### src/hdl/assert_macros.svh
// ---------------------------------------------------------------------------
// Assertion macros
// Shared concurrent assertion forms; expect clk and rst_n in scope.
// ---------------------------------------------------------------------------
`ifndef ASSERT_MACROS_SVH
`define ASSERT_MACROS_SVH

// same-cycle implication
`define ASSERT_IMP(label, ante, cons, msg) \
    label: assert property (@(posedge clk) disable iff (!rst_n) (ante) |-> (cons)) \
        else $error(msg);

// next-cycle implication
`define ASSERT_NEXT(label, ante, cons, msg) \
    label: assert property (@(posedge clk) disable iff (!rst_n) (ante) |=> (cons)) \
        else $error(msg);

`endif

### src/hdl/wsd_pkg.sv
// ---------------------------------------------------------------------------
// wsd_pkg
// Shared types and codes of the WebSocket frame deframer.
// ---------------------------------------------------------------------------
package wsd_pkg;

    localparam int LEN_W  = 63;
    localparam int MAX_W  = 31;

    localparam logic [MAX_W-1:0] MAX_FRAME_RESET = 31'h7FFF_FFFF;

    // result kinds
    localparam logic [1:0] KIND_DATA  = 2'd0;
    localparam logic [1:0] KIND_EMPTY = 2'd1;
    localparam logic [1:0] KIND_ERROR = 2'd2;

    // error causes
    localparam logic [2:0] CAUSE_NONE       = 3'd0;
    localparam logic [2:0] CAUSE_RSV        = 3'd1;
    localparam logic [2:0] CAUSE_OPCODE     = 3'd2;
    localparam logic [2:0] CAUSE_CTRL_LONG  = 3'd3;
    localparam logic [2:0] CAUSE_CTRL_FRAG  = 3'd4;
    localparam logic [2:0] CAUSE_NONMIN_16  = 3'd5;
    localparam logic [2:0] CAUSE_NONMIN_64  = 3'd6;
    localparam logic [2:0] CAUSE_OVERSIZE   = 3'd7;

    typedef struct packed {
        logic [1:0] kind;
        logic [7:0] data;
        logic       fin;
        logic [3:0] opcode;
        logic [2:0] cause;
        logic       frame_end;
    } result_t;

endpackage

### src/hdl/wsd_in_stage.sv
// ---------------------------------------------------------------------------
// wsd_in_stage
// Input register for stream bytes; holds one byte while the result side waits.
// ---------------------------------------------------------------------------
module wsd_in_stage (
    input  logic       clk,
    input  logic       rst_n,
    input  logic       byte_valid,
    output logic       byte_stall,
    input  logic [7:0] stream_byte,
    input  logic       out_ready,
    output logic       fire,
    output logic [7:0] byte_q
);
    import wsd_pkg::*;

    logic       vld_reg;
    logic       vld_next;
    logic [7:0] byte_reg;
    logic       accept;

    assign fire       = vld_reg && out_ready;
    assign byte_stall = vld_reg && !out_ready;
    assign accept     = byte_valid && !byte_stall;
    assign byte_q     = byte_reg;

    always_comb
    begin
        vld_next = vld_reg;
        if (accept)
        begin
            vld_next = 1'b1;
        end
        else if (fire)
        begin
            vld_next = 1'b0;
        end
    end

    always_ff @(posedge clk or negedge rst_n)
    begin
        if (!rst_n)
        begin
            vld_reg <= 1'b0;
        end
        else
        begin
            vld_reg <= vld_next;
        end
    end

    always_ff @(posedge clk)
    begin
        if (accept)
        begin
            byte_reg <= stream_byte;
        end
    end

endmodule

### src/hdl/wsd_parser.sv
// ---------------------------------------------------------------------------
// wsd_parser
// Frame header/length/mask parser and payload unmasking, one byte per fire.
// ---------------------------------------------------------------------------
`include "assert_macros.svh"

module wsd_parser (
    input  logic                      clk,
    input  logic                      rst_n,
    input  logic                      fire,
    input  logic [7:0]                byte_in,
    input  logic                      cfg_wr_en,
    input  logic [wsd_pkg::MAX_W-1:0] cfg_wr_data,
    output logic                      res_vld,
    output wsd_pkg::result_t          res
);
    import wsd_pkg::*;

    typedef enum logic [2:0] {
        PH_HDR0  = 3'd0,
        PH_HDR1  = 3'd1,
        PH_LEN16 = 3'd2,
        PH_LEN64 = 3'd3,
        PH_MASK  = 3'd4,
        PH_DATA  = 3'd5
    } phase_t;

    phase_t             phase_reg,  phase_next;
    logic               fin_reg,    fin_next;
    logic [3:0]         op_reg,     op_next;
    logic               masked_reg, masked_next;
    logic               rsv_reg,    rsv_next;
    logic [LEN_W-1:0]   len_reg,    len_next;
    logic [2:0]         cnt_reg,    cnt_next;
    logic [31:0]        key_reg,    key_next;
    logic [MAX_W-1:0]   max_reg;

    logic [LEN_W-1:0]   len_shift;
    logic [6:0]         code;
    logic               control;
    logic               len_done;
    logic               start_pl;
    logic [LEN_W-1:0]   start_len;

    assign len_shift = {len_reg[LEN_W-9:0], byte_in};
    assign code      = byte_in[6:0];
    assign control   = op_reg[3];

    always_comb
    begin
        phase_next  = phase_reg;
        fin_next    = fin_reg;
        op_next     = op_reg;
        masked_next = masked_reg;
        rsv_next    = rsv_reg;
        len_next    = len_reg;
        cnt_next    = cnt_reg;
        key_next    = key_reg;
        len_done    = 1'b0;
        start_pl    = 1'b0;
        start_len   = len_reg;
        res_vld     = 1'b0;
        res         = '0;
        res.fin     = fin_reg;
        res.opcode  = op_reg;

        unique case (phase_reg)
            PH_HDR1:
            begin
                masked_next = byte_in[7];
                cnt_next    = '0;
                if (rsv_reg)
                begin
                    res_vld   = 1'b1;
                    res.kind  = KIND_ERROR;
                    res.cause = CAUSE_RSV;
                end
                else if ((op_reg >= 4'd3 && op_reg <= 4'd7) || op_reg >= 4'd11)
                begin
                    res_vld   = 1'b1;
                    res.kind  = KIND_ERROR;
                    res.cause = CAUSE_OPCODE;
                end
                else if (control && code > 7'd125)
                begin
                    res_vld   = 1'b1;
                    res.kind  = KIND_ERROR;
                    res.cause = CAUSE_CTRL_LONG;
                end
                else if (control && !fin_reg)
                begin
                    res_vld   = 1'b1;
                    res.kind  = KIND_ERROR;
                    res.cause = CAUSE_CTRL_FRAG;
                end
                else if (code == 7'd126)
                begin
                    phase_next = PH_LEN16;
                    len_next   = '0;
                end
                else if (code == 7'd127)
                begin
                    phase_next = PH_LEN64;
                    len_next   = '0;
                end
                else
                begin
                    len_done  = 1'b1;
                    start_len = {{(LEN_W-7){1'b0}}, code};
                end
            end
            PH_LEN16:
            begin
                len_next = len_shift;
                cnt_next = cnt_reg + 3'd1;
                if (cnt_reg == 3'd1)
                begin
                    if (len_shift < LEN_W'(126))
                    begin
                        res_vld   = 1'b1;
                        res.kind  = KIND_ERROR;
                        res.cause = CAUSE_NONMIN_16;
                    end
                    else
                    begin
                        len_done  = 1'b1;
                        start_len = len_shift;
                    end
                end
            end
            PH_LEN64:
            begin
                // shifting into 63 bits drops the top bit of the first byte
                len_next = len_shift;
                cnt_next = cnt_reg + 3'd1;
                if (cnt_reg == 3'd7)
                begin
                    if (len_shift[LEN_W-1:16] == '0)
                    begin
                        res_vld   = 1'b1;
                        res.kind  = KIND_ERROR;
                        res.cause = CAUSE_NONMIN_64;
                    end
                    else
                    begin
                        len_done  = 1'b1;
                        start_len = len_shift;
                    end
                end
            end
            PH_MASK:
            begin
                key_next = {key_reg[23:0], byte_in};
                cnt_next = cnt_reg + 3'd1;
                if (cnt_reg == 3'd3)
                begin
                    start_pl = 1'b1;
                end
            end
            PH_DATA:
            begin
                // key rotates so its top byte always lines up with the next byte
                res_vld       = 1'b1;
                res.kind      = KIND_DATA;
                res.data      = byte_in ^ key_reg[31:24];
                res.frame_end = (len_reg == LEN_W'(1));
                key_next      = {key_reg[23:0], key_reg[31:24]};
                len_next      = len_reg - LEN_W'(1);
                if (res.frame_end)
                begin
                    phase_next = PH_HDR0;
                end
            end
            default:
            begin
                fin_next    = byte_in[7];
                rsv_next    = (byte_in[6:4] != 3'd0);
                op_next     = byte_in[3:0];
                masked_next = 1'b0;
                key_next    = '0;
                len_next    = '0;
                cnt_next    = '0;
                phase_next  = PH_HDR1;
            end
        endcase

        if (len_done)
        begin
            len_next = start_len;
            if (masked_next)
            begin
                phase_next = PH_MASK;
                cnt_next   = '0;
            end
            else
            begin
                start_pl = 1'b1;
            end
        end

        if (start_pl)
        begin
            cnt_next = '0;
            if (start_len == '0)
            begin
                res_vld  = 1'b1;
                res.kind = KIND_EMPTY;
            end
            else if (start_len > {{(LEN_W-MAX_W){1'b0}}, max_reg})
            begin
                res_vld   = 1'b1;
                res.kind  = KIND_ERROR;
                res.cause = CAUSE_OVERSIZE;
            end
            else
            begin
                phase_next = PH_DATA;
            end
        end

        // errors and empty frames end here
        if (res_vld && res.kind != KIND_DATA)
        begin
            res.frame_end = 1'b1;
            phase_next    = PH_HDR0;
        end
    end

    always_ff @(posedge clk or negedge rst_n)
    begin
        if (!rst_n)
        begin
            phase_reg  <= PH_HDR0;
            fin_reg    <= 1'b1;
            op_reg     <= '0;
            masked_reg <= 1'b0;
            rsv_reg    <= 1'b0;
            len_reg    <= '0;
            cnt_reg    <= '0;
            key_reg    <= '0;
            max_reg    <= MAX_FRAME_RESET;
        end
        else
        begin
            if (fire)
            begin
                phase_reg  <= phase_next;
                fin_reg    <= fin_next;
                op_reg     <= op_next;
                masked_reg <= masked_next;
                rsv_reg    <= rsv_next;
                len_reg    <= len_next;
                cnt_reg    <= cnt_next;
                key_reg    <= key_next;
            end
            if (cfg_wr_en)
            begin
                max_reg <= cfg_wr_data;
            end
        end
    end

    `ASSERT_NEXT(a_end_to_hdr0, fire && res_vld && res.frame_end, phase_reg == PH_HDR0,
                 "frame end did not return to header")
    `ASSERT_IMP(a_data_len_live, phase_reg == PH_DATA, len_reg != '0,
                "payload phase with zero remaining")

endmodule

### src/hdl/wsd_out_stage.sv
// ---------------------------------------------------------------------------
// wsd_out_stage
// Result register driving the output channel.
// ---------------------------------------------------------------------------
module wsd_out_stage (
    input  logic             clk,
    input  logic             rst_n,
    input  logic             fire,
    input  logic             res_vld,
    input  wsd_pkg::result_t res,
    input  logic             result_stall,
    output logic             result_valid,
    output wsd_pkg::result_t res_q
);
    import wsd_pkg::*;

    logic    vld_reg;
    result_t res_reg;

    assign result_valid = vld_reg;
    assign res_q        = res_reg;

    always_ff @(posedge clk or negedge rst_n)
    begin
        if (!rst_n)
        begin
            vld_reg <= 1'b0;
        end
        else if (fire)
        begin
            vld_reg <= res_vld;
        end
        else if (!result_stall)
        begin
            vld_reg <= 1'b0;
        end
    end

    always_ff @(posedge clk)
    begin
        if (fire && res_vld)
        begin
            res_reg <= res;
        end
    end

endmodule

### src/hdl/websocket_frame_deframer_unit.sv
// Throughput: one byte per cycle while no result waits on result_stall;
// header, length and mask bytes give no data result.
// Pipeline: input register -> parser logic -> result register; the input
// register holds one byte while a result waits on result_stall.
// Reset: rst_n is asynchronous; parser starts at the first header byte and
// max_frame_size returns to 0x7FFFFFFF.
// ---------------------------------------------------------------------------
// websocket_frame_deframer_unit
// WebSocket frame deframer: parses headers, checks them and unmasks payload.
// ---------------------------------------------------------------------------
`include "assert_macros.svh"

module websocket_frame_deframer_unit (
    input  logic                      clk,
    input  logic                      rst_n,
    // byte input channel
    input  logic                      byte_valid,
    output logic                      byte_stall,
    input  logic [7:0]                stream_byte,
    // max_frame_size register
    input  logic                      cfg_wr_en,
    input  logic [wsd_pkg::MAX_W-1:0] cfg_wr_data,
    // result channel
    output logic                      result_valid,
    input  logic                      result_stall,
    output logic [1:0]                kind,
    output logic [7:0]                data_byte,
    output logic                      final_fragment,
    output logic [3:0]                frame_opcode,
    output logic [2:0]                error_cause,
    output logic                      frame_end
);
    import wsd_pkg::*;

    logic       out_ready;
    logic       fire;
    logic [7:0] byte_q;
    logic       res_vld;
    result_t    res;
    result_t    res_q;

    // the parser may advance when the result register is empty or draining
    assign out_ready = !result_valid || !result_stall;

    wsd_in_stage u_in (
        .clk         (clk),
        .rst_n       (rst_n),
        .byte_valid  (byte_valid),
        .byte_stall  (byte_stall),
        .stream_byte (stream_byte),
        .out_ready   (out_ready),
        .fire        (fire),
        .byte_q      (byte_q)
    );

    // all per-byte work: state update and the one result it may cause
    wsd_parser u_parser (
        .clk         (clk),
        .rst_n       (rst_n),
        .fire        (fire),
        .byte_in     (byte_q),
        .cfg_wr_en   (cfg_wr_en),
        .cfg_wr_data (cfg_wr_data),
        .res_vld     (res_vld),
        .res         (res)
    );

    wsd_out_stage u_out (
        .clk          (clk),
        .rst_n        (rst_n),
        .fire         (fire),
        .res_vld      (res_vld),
        .res          (res),
        .result_stall (result_stall),
        .result_valid (result_valid),
        .res_q        (res_q)
    );

    assign kind           = res_q.kind;
    assign data_byte      = res_q.data;
    assign final_fragment = res_q.fin;
    assign frame_opcode   = res_q.opcode;
    assign error_cause    = res_q.cause;
    assign frame_end      = res_q.frame_end;

    // input only backs up behind a blocked result
    `ASSERT_IMP(a_stall_needs_result, byte_stall, result_valid && result_stall,
                "input stalled with result side free")

endmodule

### config.mk
export PLATFORM = sky130hd
export DESIGN_NAME = websocket_frame_deframer_unit
export DESIGN_NICKNAME = d
export VERILOG_FILES = /design/src/hdl/wsd_pkg.sv /design/src/hdl/wsd_in_stage.sv /design/src/hdl/wsd_parser.sv /design/src/hdl/wsd_out_stage.sv /design/src/hdl/websocket_frame_deframer_unit.sv
export VERILOG_INCLUDE_DIRS = /design/src /design/src/hdl
export SDC_FILE = /design/constraint.sdc
export NUM_CORES = 1
export LEC_CHECK = 0
export BUFFER_PORTS_ARGS = -buffer_cell sky130_fd_sc_hd__buf_2
export CORE_MARGIN = 1.5
export CORE_UTILIZATION = 44
export CTS_CLUSTER_SIZE = 12
export DETAILED_ROUTE_END_ITERATION = 8
export PLACE_DENSITY_LB_ADDON = 0.12
export REMOVE_ABC_BUFFERS = 1
export SKIP_CTS_REPAIR_TIMING = 1
export SLEW_MARGIN = 10
export SYNTH_ARGS = -nofsm -noshare
export SYNTH_HDL_FRONTEND = slang
export SYNTH_SLANG_ARGS = --single-unit
### constraint.sdc
create_clock -name clk -period 5.4 [get_ports clk]
set_input_delay 0.54 -clock clk [delete_from_list [all_inputs] [get_ports clk]]
set_output_delay 0.54 -clock clk [all_outputs]
set_load 0.01 [all_outputs]
After elaboration in Yosys (flattened, before gate mapping)
Index checks and enable logic that the tools add are counted.

Output and inout port bits: 21. Word-level logic and storage cells: 170. Register bits: 168. Input bits: 44.

Add/subtract/negate cells: 2. Reductions and logical operators: 28. $lt $le $gt $ge: 6. Mux-type cells: 95. Bitwise gates (word level): 3. Eq/ne operators: 18.

Operator list (number): $mux W63 (17); $pmux W63 S4 (1); $pmux W63 S3 (1); $pmux W32 S3 (1); $mux W3 (27); $eq A63 B1 Y1 const B (1); $gt A63 B31 Y1 (1); $logic_not A63 Y1 (1); $lt A63 B7 Y1 const B (1); $sub A63 B1 Y63 const B (1); $logic_not A47 Y1 (1); $mux W1 (30); $mux W2 (11); $pmux W3 S3 (2); $eq A7 B7 Y1 const B (2); $eq A3 B2 Y1 const B (3); $eq A3 B3 Y1 const B (3); $ne A3 B2 Y1 const B (3); $logic_and A1 B1 Y1 (8); $xor A8 B8 Y8 (1); $gt A7 B7 Y1 const B (1); $reduce_and A7 Y1 (1); $eq A3 B1 Y1 const B (2); $pmux W2 S3 (1); 21 further kinds (31).

Logic depth before layout (Yosys ltp)
Gate-level depths: netlist (run 1).

Depth after elaboration: 15. Gate-level depth with buffers: 21.

Hierarchy
A second synthesis (run 1) with hierarchy kept.

Cell total of the unflattened synthesis: 1186. Area, all modules: 10222.3 µm².

By module, submodules not included: wsd_parser (seq. area each 3518.4 µm², cells each 1148, area each 9298.9 µm², times used 1); wsd_out_stage (seq. area each 595.6 µm², cells each 23, area each 615.6 µm², times used 1); wsd_in_stage (seq. area each 265.3 µm², cells each 14, area each 304.0 µm², times used 1); websocket_frame_deframer_unit (seq. area each 0.0 µm², cells each 1, area each 3.8 µm², times used 1).

Worst setup path before layout (run 1)
Ideal clock, no wire load.

Kind: reg2reg. From: reg u_parser.len_reg[31]. To: reg u_out.res_reg, in the netlist u_out.res_q[0] (enable). Arrival: 5.192 ns. Stages on the path, launching flop included: 19. Data required time: 5.005 ns. Slack: -0.187 ns. Clock period less this slack: 5.587 ns. Setup time: 0.395 ns. Cells stage by stage: dfrtp_1 -> or4_4 -> or4_4 -> nor4_4 -> a41oi_1 -> nand3_1 -> clkbuf_1 -> buf_1 -> a22o_1 -> ha_1 -> nand4_1 -> nor3_1 -> o21ai_0 -> o211ai_1 -> a2111oi_0 -> o221a_2 -> o21ai_0 -> a21oi_1 -> nor2_1.

Word-level cells in the longest chain between the ends: 12.

Ends and longest elaborated chain: start, declared (line wsd_parser.sv:33) `logic [LEN_W-1:0] len_reg, len_next;`; start signal, assigned (line wsd_parser.sv:252) `len_reg <= len_next;`; branches (longest 10 deep; another with $lt A63 B7 Y1); $mux W1 (*) (line wsd_parser.sv:201) `if (start_pl)`; $logic_and A1 B1 Y1 (*) (line wsd_out_stage.sv:41) `if (fire && res_vld)`; end signal, assigned (line wsd_out_stage.sv:43) `res_reg <= res;`; end, declared (line wsd_out_stage.sv:18) `result_t res_reg;`.

Every way passes the cells marked *. A chain may end at the register's enable or synchronous reset.

==> results of run 1 <==
[synthesized netlist by cell type (7+ instances only)]
master and count:
a22oi_1 40, a21oi_1 72, a22o_1 47, nand3_1 18
ha_1 37, a32oi_1 14, nor4_1 25, dfrtp_1 109
o21ai_0 185, or3_1 10, nor2_1 85, nand4_1 13
and2_1 7, nand2_1 110, nor3_1 44, xnor2_1 12
inv_1 53, dfstp_2 32, edfxtp_1 27, o31ai_1 7
clkbuf_1 83, nor2b_1 9
[power breakdown]
part           leakage [µW]  internal [µW]  switching, µW
Clock              0.000295            629            629
Sequential          0.00205           1740            386
Combinational       0.00270           1970           3210
Total               0.00504           4340           4220
[per-stage QoR]
step	std cells	hold slack (ps)
floorplan	1068	244.4
global placement	1480	463.0
detailed placement	1480	472.8
CTS	1512	252.9
global route	1512	251.1
finish	1512	230.1
[final cells by class]
| class | instances | area (µm²) |
|---|---|---|
| Fill cell | 2192 | 10940 |
| Multi-Input combinational cell | 847 | 5200 |
| Sequential cell | 168 | 4379 |
| Timing Repair Buffer | 127 | 828.3 |
| Clock buffer | 17 | 425.4 |
| Tap cell | 285 | 356.6 |
| Inverter | 53 | 198.9 |
| Clock inverter | 15 | 176.4 |
[cells by family after synthesis]
kind of cell	count (synthesis)	share of synthesized area, %
AOI/OAI and AO/OA	425	26.54
and+or+nand+nor	365	17.89
DFF	168	43.69
buffers and inverters	143	5.368
adders and majority gates	37	4.619
xor gates and xnor gates	14	1.223
muxes	6	0.6740
[worst register-to-register path, cell delays in order (launching register included)]
cell and delay (ps):
dfrtp_1 430, or4_4 510, or4_4 490, nor4_4 330
a21oi_2 120, or2_4 280, a22oi_1 190, o21ai_0 150
ha_1 330, a21o_1 190, a211oi_1 240, o21a_1 160
o211ai_1 120, a2111oi_4 350, buf_4 170, o221a_2 210
nor2_1 50, o31a_1 110, or4_1 480
[path summary, 6_finish.rpt]
check	endpoint	startpoint	depth (start not counted)	slack, ps
worst max-delay path	u_out.res_q[3]	u_parser.len_reg[33]	18	230
worst min-delay path	u_parser.len_reg[9]	rst_n	1	230
worst max register to register	u_out.res_q[3]	u_parser.len_reg[33]	18	230
worst min register to register	u_parser.key_reg[0]	u_parser.key_reg[0]	2	480
max in group asynchronous	u_parser.phase_reg[2]	rst_n	2	4020
min in group clk	u_in.byte_q[5]	stream_byte[5]	1	270
[routing by layer]
| metal | vias to the layer above | GRT usage (%) |
|---|---|---|
| li1 | 4385 | - |
| met1 | 4466 | 38.60 |
| met2 | 318 | 40.06 |
| met3 | 53 | 4.763 |
| met4 | 0 | 9.293 |
| met5 | - | 0 |
==> summary.txt, run 1 <==
Clocking
  – Skew-Pair Late Insertion Delay: 450 ps
  – H-tree depth: 4
  – CTS Buffer Depth: 2
  – Worst-path clk slew: 80 ps
  – CTS Buf Count: 17
  – CTS tree: yes
  – CTS root buffer: clkbuf_16
  – Clk sinks: 168

STA
  – Slew Limit Fails: 0
  – Slew headroom: 24.64%
  – Layout Skew: 13.59 ps
  – Final setup margin: 234.0 ps
  – Final cycle utilization of the critical path: 95.67%
  – Fin Setup TNS: 0 ps
  – Tmin final: 5166 ps
  – Fmax: 193.6 MHz
  – Hold Fails Final Rpt: 0
  – Slew @ Worst Pin: 1124 ps
  – Final setup viols: 0
  – RSZ-0062 raised after global routing: false

Setup path
  – CP startpoint kind: flip-flop
  – Crit path DAT: 5350 ps
  – Worst Path Required: 5590 ps
  – WS Path Type: reg -> reg
  – Cell repeated most along the worst path: or4_4
  – Crit path cell chain: or4_4 -> or4_4 -> nor4_4 -> a21oi_2 -> or2_4 -> a22oi_1 -> o21ai_0 -> ha_1 -> a21o_1 -> a211oi_1 -> o21a_1 -> o211ai_1 -> a2111oi_4 -> buf_4 -> o221a_2 -> nor2_1 -> o31a_1 -> or4_1
  – Worst setup EP type: flip-flop
  – Critical Path Max Stage Delay: 510 ps
  – Cell family with most CP delay: simple AND/OR/NAND/NOR gates
  – Buf/Inv on CP: 1
  – Slowest stage cell, crit path: or4_4
  – Crit Path Max Fanout: 6

Flow run
  – Max-cap violations: 0

Floorplanning
  – DIE HEIGHT: 153.9 µm
  – Core Region: 22500 µm²
  – Top-level port count: 65
  – Die X: 153.9 µm
  – Num rows: 55
  – Initial core utilization: 44.54%
  – Die Area: 23690 µm²

Synthesis
  – Mean Syn Cell Area: 8.656 µm²
  – Most used DFF post-synth: dfrtp_1
  – Flops & latches, synth: 168
  – Yosys cell types: 65
  – Post-synth EDFFs: 27
  – Seq/Total Area, Yosys: 43.69%
  – Async SR Flop Fraction: 83.93%
  – Syn Inst Count: 1158
  – Area contributors post-synth: dfrtp_1, o21ai_0, dfstp_2, edfxtp_1, ha_1
  – Ys Warns: 0
  – Synth area leader: dfrtp_1
  – Top-area cell type share of the netlist area: 27.21%
  – Synth Cell Area: 10020 µm²

Detailed routing
  – Pre-antenna DRT Iters: 6
  – Met3 WL: 1722 µm
  – Post-route DRC: 0
  – Post-DRT Antenna Nets: 0
  – Max Used Layer: met4
  – Mean routed wirelength per cell: 20.09 µm
  – Via-to-Cell Ratio: 6.099
  – Routed Wire Length: 30370 µm
  – Starting DRC count in detailed routing: 994
  – Met2 wire len: 13500 µm
  – DRT met1 WL: 14470 µm
  – Total number of vias: 9222

Final layout
  – Most frequent cells in the layout: o21ai_0, nand2_1, dfrtp_1
  – Diode count: 0
  – Fraction of layout cells with a size suffix above 1: 18.66%
  – Commonest non-fill, non-tap cell in the layout: o21ai_0
  – Area delta synth->final: 15.38%
  – Total Nets Final: 1295
  – Finished Core Util: 51.39%
  – Design Area, Final: 11560 µm²
  – Max reg flops: 63

Power
  – Pwr Density: 740.3 nW/µm²
  – Total power: 8562 µW
  – Leak: 0.005044 µW
  – Worst vdd ir: 371.8 µV

Global route
  – Initial antenna violation count: 0
  – Number of global-route vias before repair: 9056
  – Largest net degree at the start of global routing: 97
  – First-pass GRT wire length: 49680 µm
  – Grt ovf: 0
  – Tot GR Track Use: 26.65%

Placed design
  – Detailed placement HPWL: 21070 µm
  – Setup WS pre-CTS: -143.8 ps
  – RD Place Congestion: 0.9071
  – IO buf count: 64
  – Post-placement cell area: 10890 µm²

Hold path
  – Hold Crit Class: in -> async

Run status
  – Status: finished clean
Note: power is estimated with default switching activity, not from simulation.
==> run 2, diff against run 1 <==
Settings changed: CORE_MARGIN 1.5 to 4, CTS_BUF_LIST set to sky130_fd_sc_hd__clkbuf_16.
==> summary.txt, run 2 (synthesis results as in run 1) <==
Power
  – Total power: 8621 µW
  – Worst vdd ir: 388.6 µV
  – Leak: 0.005091 µW
  – Pwr Density: 742.3 nW/µm²

Floorplanning
  – Die Area: 25260 µm²
  – Core Region: 22090 µm²
  – Num rows: 54
  – Top-level port count: 65
  – Initial core utilization: 45.37%
  – DIE HEIGHT: 158.9 µm
  – Die X: 158.9 µm

Detailed routing
  – Starting DRC count in detailed routing: 964
  – Pre-antenna DRT Iters: 6
  – Routed Wire Length: 30390 µm
  – Mean routed wirelength per cell: 20.02 µm
  – Total number of vias: 9284
  – Via-to-Cell Ratio: 6.116
  – Post-route DRC: 0
  – Post-DRT Antenna Nets: 0

Clocking
  – Skew-Pair Late Insertion Delay: 440 ps
  – CTS tree: yes
  – CTS Buf Count: 17
  – Worst-path clk slew: 80 ps
  – CTS root buffer: clkbuf_16
  – H-tree depth: 4
  – CTS Buffer Depth: 2
  – Clk sinks: 168

Setup path
  – CP startpoint kind: flip-flop
  – Critical Path Max Stage Delay: 640 ps
  – Slowest stage cell, crit path: or4_1
  – WS Path Type: reg -> reg
  – Crit path cell chain: or4_1 -> nor4_2 -> nor4b_1 -> buf_4 -> a21oi_2 -> or2_4 -> a22oi_1 -> o21ai_0 -> ha_1 -> a21o_1 -> a211oi_1 -> o21a_1 -> o211ai_1 -> a2111oi_2 -> buf_4 -> o221a_2 -> nor2_1 -> o31a_1 -> or4_1
  – Crit path DAT: 5370 ps
  – Worst setup EP type: flip-flop
  – Worst Path Required: 5570 ps
  – Crit Path Max Fanout: 6

Final layout
  – Diode count: 0
  – Max reg flops: 63
  – Commonest non-fill, non-tap cell in the layout: o21ai_0
  – Most frequent cells in the layout: o21ai_0, nand2_1, dfrtp_1
  – Total Nets Final: 1306
  – Fill cell count: 2041
  – Area delta synth->final: 15.87%
  – Fraction of layout cells with a size suffix above 1: 19.14%
  – Design Area, Final: 11610 µm²

STA
  – Slew Limit Fails: 0
  – Tmin final: 5199 ps
  – Final cycle utilization of the critical path: 96.28%
  – RSZ-0062 raised after global routing: false
  – Final setup margin: 201.0 ps
  – Worst hold slack: 6.263 ps
  – Slew headroom: 18.91%
  – Final setup viols: 0
  – Slew @ Worst Pin: 1213 ps
  – Fmax: 192.3 MHz
  – Hold Fails Final Rpt: 0
  – Layout Skew: 16.63 ps

Placed design
  – RD Place Congestion: 0.9144
  – Post-placement cell area: 10960 µm²
  – Setup WS pre-CTS: -51.00 ps
  – IO buf count: 64
  – Detailed placement HPWL: 21730 µm

Global route
  – Largest net degree at the start of global routing: 75
  – Grt ovf: 0
  – Number of global-route vias before repair: 8883
  – First-pass GRT wire length: 49210 µm
  – Tot GR Track Use: 23.85%
  – Initial antenna violation count: 0

Run status
  – Status: finished clean

Hold path
  – Hold Crit Class: in -> async

Flow run
  – Max-cap violations: 0
run 2: through the flow:
stage	cells	setup TNS (ps)	utilization, %
after CTS	1518	-79.87	52.32
after detailed placement	1486	-51.00	49.59
after floorplan	1068	-36200	-
after global routing	1518	0	52.57
after global placement	1486	0	49.59
final	1518	0	52.57
run 2: final cells by class:
cell class / count / area [µm²] / share of cell area [%]
clock inverters: 15 / 177.7 / 1.530
multi-input cells: 847 / 5184 / 44.63
well taps: 280 / 350.3 / 3.017
repair buffers: 138 / 898.4 / 7.735
inverters: 53 / 198.9 / 1.713
flip-flops and latches: 168 / 4379 / 37.71
clock buffers: 17 / 425.4 / 3.663
run 2: final timing paths:
| path | start | end | slack [ps] | cells after the start |
|---|---|---|---|---|
| max | u_parser.len_reg[40] | u_out.res_q[3] | 200 | 19 |
| min | rst_n | u_parser.len_reg[22] | 6 | 1 |
| max reg2reg | u_parser.len_reg[40] | u_out.res_q[3] | 200 | 19 |
| min reg2reg | u_parser.key_reg[6] | u_parser.key_reg[6] | 490 | 2 |
| max in group asynchronous | rst_n | u_parser.masked_reg | 4240 | 2 |
| min in group clk | stream_byte[4] | u_in.byte_q[4] | 270 | 1 |
run 2: where the power goes:
part	switching, µW	internal, µW
clock	603	627
sequential	369	1740
combinational	3240	2050
total	4210	4410
run 2: worst max-delay path: cells and delay by family, from the launching register on:
family / cells / cell delay, ps
adder cells (fa/ha/maj): 1 / 340
buffers and inverters: 2 / 360
AND/OR/NAND/NOR: 6 / 1970
flip-flops: 1 / 420
AO/OA/AOI/OAI: 10 / 1850
run 2: layer usage:
metal | track usage, % | wire length, µm | vias to the layer above | part of all wire [%]
li1 | - | - | 4409 | -
met1 | 34.51 | 14300 | 4430 | 47
met2 | 36.30 | 13200 | 384 | 43
met3 | 4.789 | 2089 | 61 | 6.9
met4 | 7.456 | 805 | 0 | 2.6
met5 | 0 | 0 | - | 0
==> run 3, diff against run 2 <==
Settings changed: CORE_UTILIZATION 44 to 56.
==> summary.txt, run 3 (synthesis results as in run 1) <==
Setup path
  – Reg-to-reg critical path startpoint: u_parser.len_reg[32]
  – WS Path Type: reg -> reg
  – Crit path DAT: 5320 ps
  – Worst setup EP type: flip-flop
  – R2R cell count: 18
  – CP startpoint kind: flip-flop
  – Worst r2r dst: u_out.res_q[3]
  – R2R Setup Slk: 250 ps
  – Worst Path Required: 5570 ps
  – Crit Path Max Fanout: 6

Final layout
  – Diode count: 0
  – Fraction of layout cells with a size suffix above 1: 18.53%
  – Area delta synth->final: 14.54%
  – Total Nets Final: 1293
  – Commonest non-fill, non-tap cell in the layout: o21ai_0
  – Design Area, Final: 11480 µm²
  – Most frequent cells in the layout: o21ai_0, nand2_1, dfrtp_1
  – Max reg flops: 63
  – Non-Filler Instances: 1450

Global route
  – Initial antenna violation count: 0
  – Largest net degree at the start of global routing: 98
  – Grt ovf: 0
  – Tot GR Track Use: 28.84%
  – Number of global-route vias before repair: 8688
  – First-pass GRT wire length: 46630 µm

Floorplanning
  – Top-level port count: 65
  – Core Region: 17420 µm²
  – Initial core utilization: 57.55%
  – Num rows: 48
  – Die Area: 20100 µm²
  – DIE HEIGHT: 141.8 µm
  – Die X: 141.8 µm

STA
  – Fmax: 194.3 MHz
  – Layout Skew: 12.30 ps
  – Hold Fails Final Rpt: 0
  – RSZ-0062 raised after global routing: false
  – Fin Setup TNS: 0 ps
  – Slew @ Worst Pin: 1168 ps
  – Final setup viols: 0
  – Slew Limit Fails: 0
  – Slew headroom: 21.73%
  – Tmin final: 5146 ps
  – Final cycle utilization of the critical path: 95.29%

Run status
  – Status: finished clean

Detailed routing
  – Starting DRC count in detailed routing: 1089
  – Post-route DRC: 0
  – Mean routed wirelength per cell: 19.83 µm
  – Via-to-Cell Ratio: 6.406
  – Pre-antenna DRT Iters: 6
  – Total number of vias: 9288
  – Routed Wire Length: 28750 µm
  – Post-DRT Antenna Nets: 0

Placed design
  – IO buf count: 64
  – Post-placement cell area: 10780 µm²
  – RD Place Congestion: 0.9721
  – Placed instance count: 1417
  – Detailed placement HPWL: 20100 µm

Clocking
  – Clk sinks: 168
  – CTS root buffer: clkbuf_16
  – Worst-path clk slew: 70 ps
  – Skew-Pair Late Insertion Delay: 440 ps
  – CTS tree: yes
  – H-tree depth: 4
  – CTS Buf Count: 17
  – CTS Buffer Depth: 2

Flow run
  – Max-cap violations: 0

Power
  – Leak: 0.005035 µW
  – Worst vdd ir: 438.4 µV
  – Pwr Density: 739.5 nW/µm²

Hold path
  – Hold Crit Class: in -> async
## run 3: layout make-up
| cell class | count | area [µm²] |
|---|---|---|
| fillers | 1440 | 5936 |
| multi-input cells | 847 | 5199 |
| flip-flops and latches | 168 | 4379 |
| repair buffers | 125 | 804.5 |
| clock buffers | 18 | 450.4 |
| well taps | 225 | 281.5 |
| inverters | 53 | 198.9 |
| clock inverters | 14 | 167.7 |
## run 3: layer usage
layer / part of all wire, % / routed length, µm / track usage, % / vias up
met5: 0 / 0 / 0 / -
met3: 7.5 / 2161 / 4.820 / 63
met4: 2.4 / 683 / 8.687 / 0
li1: - / - / - / 4384
met1: 45 / 12970 / 42.65 / 4398
met2: 45 / 12940 / 43.73 / 443
## run 3: through the flow
step	util [%]	power (µW)	worst slack (ps)	hold slack [ps]
4_1_cts	65.45	8320	55.59	259.5
5_1_grt	65.92	9075	0.5098	269.3
6_report	65.92	8490	254.3	161.0
3_5_place_dp	61.90	7016	88.16	473.9
3_3_place_gp	61.90	6953	150.8	463.1
2_1_floorplan	-	5333	-1385	244.4
## run 3: report_power, final
group	internal (µW)	switching, µW	total [µW]
Combinational	1950	3110	5060
Sequential	1740	419	2160
Clock	693	584	1280
Total	4380	4110	8490
## run 3: worst max path at each step
stage / startpoint / to / slack, ps / cells after the start
CTS: u_parser.len_reg[32] / u_out.res_q[3] / 60 / 19
global route: u_parser.len_reg[32] / u_out.res_q[3] / 0.5 / 19
finish: u_parser.len_reg[32] / u_out.res_q[3] / 250 / 18
floorplan: u_parser.phase_reg[1] / u_out.res_q[3] / -1380 / 16
global placement: u_parser.len_reg[32] / u_out.res_q[3] / 150 / 19
detailed placement: u_parser.len_reg[32] / u_out.res_q[3] / 90 / 19
## run 3: critical path, cell delays in order, from the launching register on
cell       delay [ps]
dfrtp_1           430
or4_4             540
or4_4             480
nor4_4            330
a21oi_2           120
or2_4             280
a22oi_1           180
o21ai_0           140
ha_1              320
a21o_1            180
a211oi_1          220
o21a_1            150
o211ai_1          110
a2111oi_2         370
buf_4             190
o221a_2           210
nor2_1             50
o31a_1            110
or4_1             470
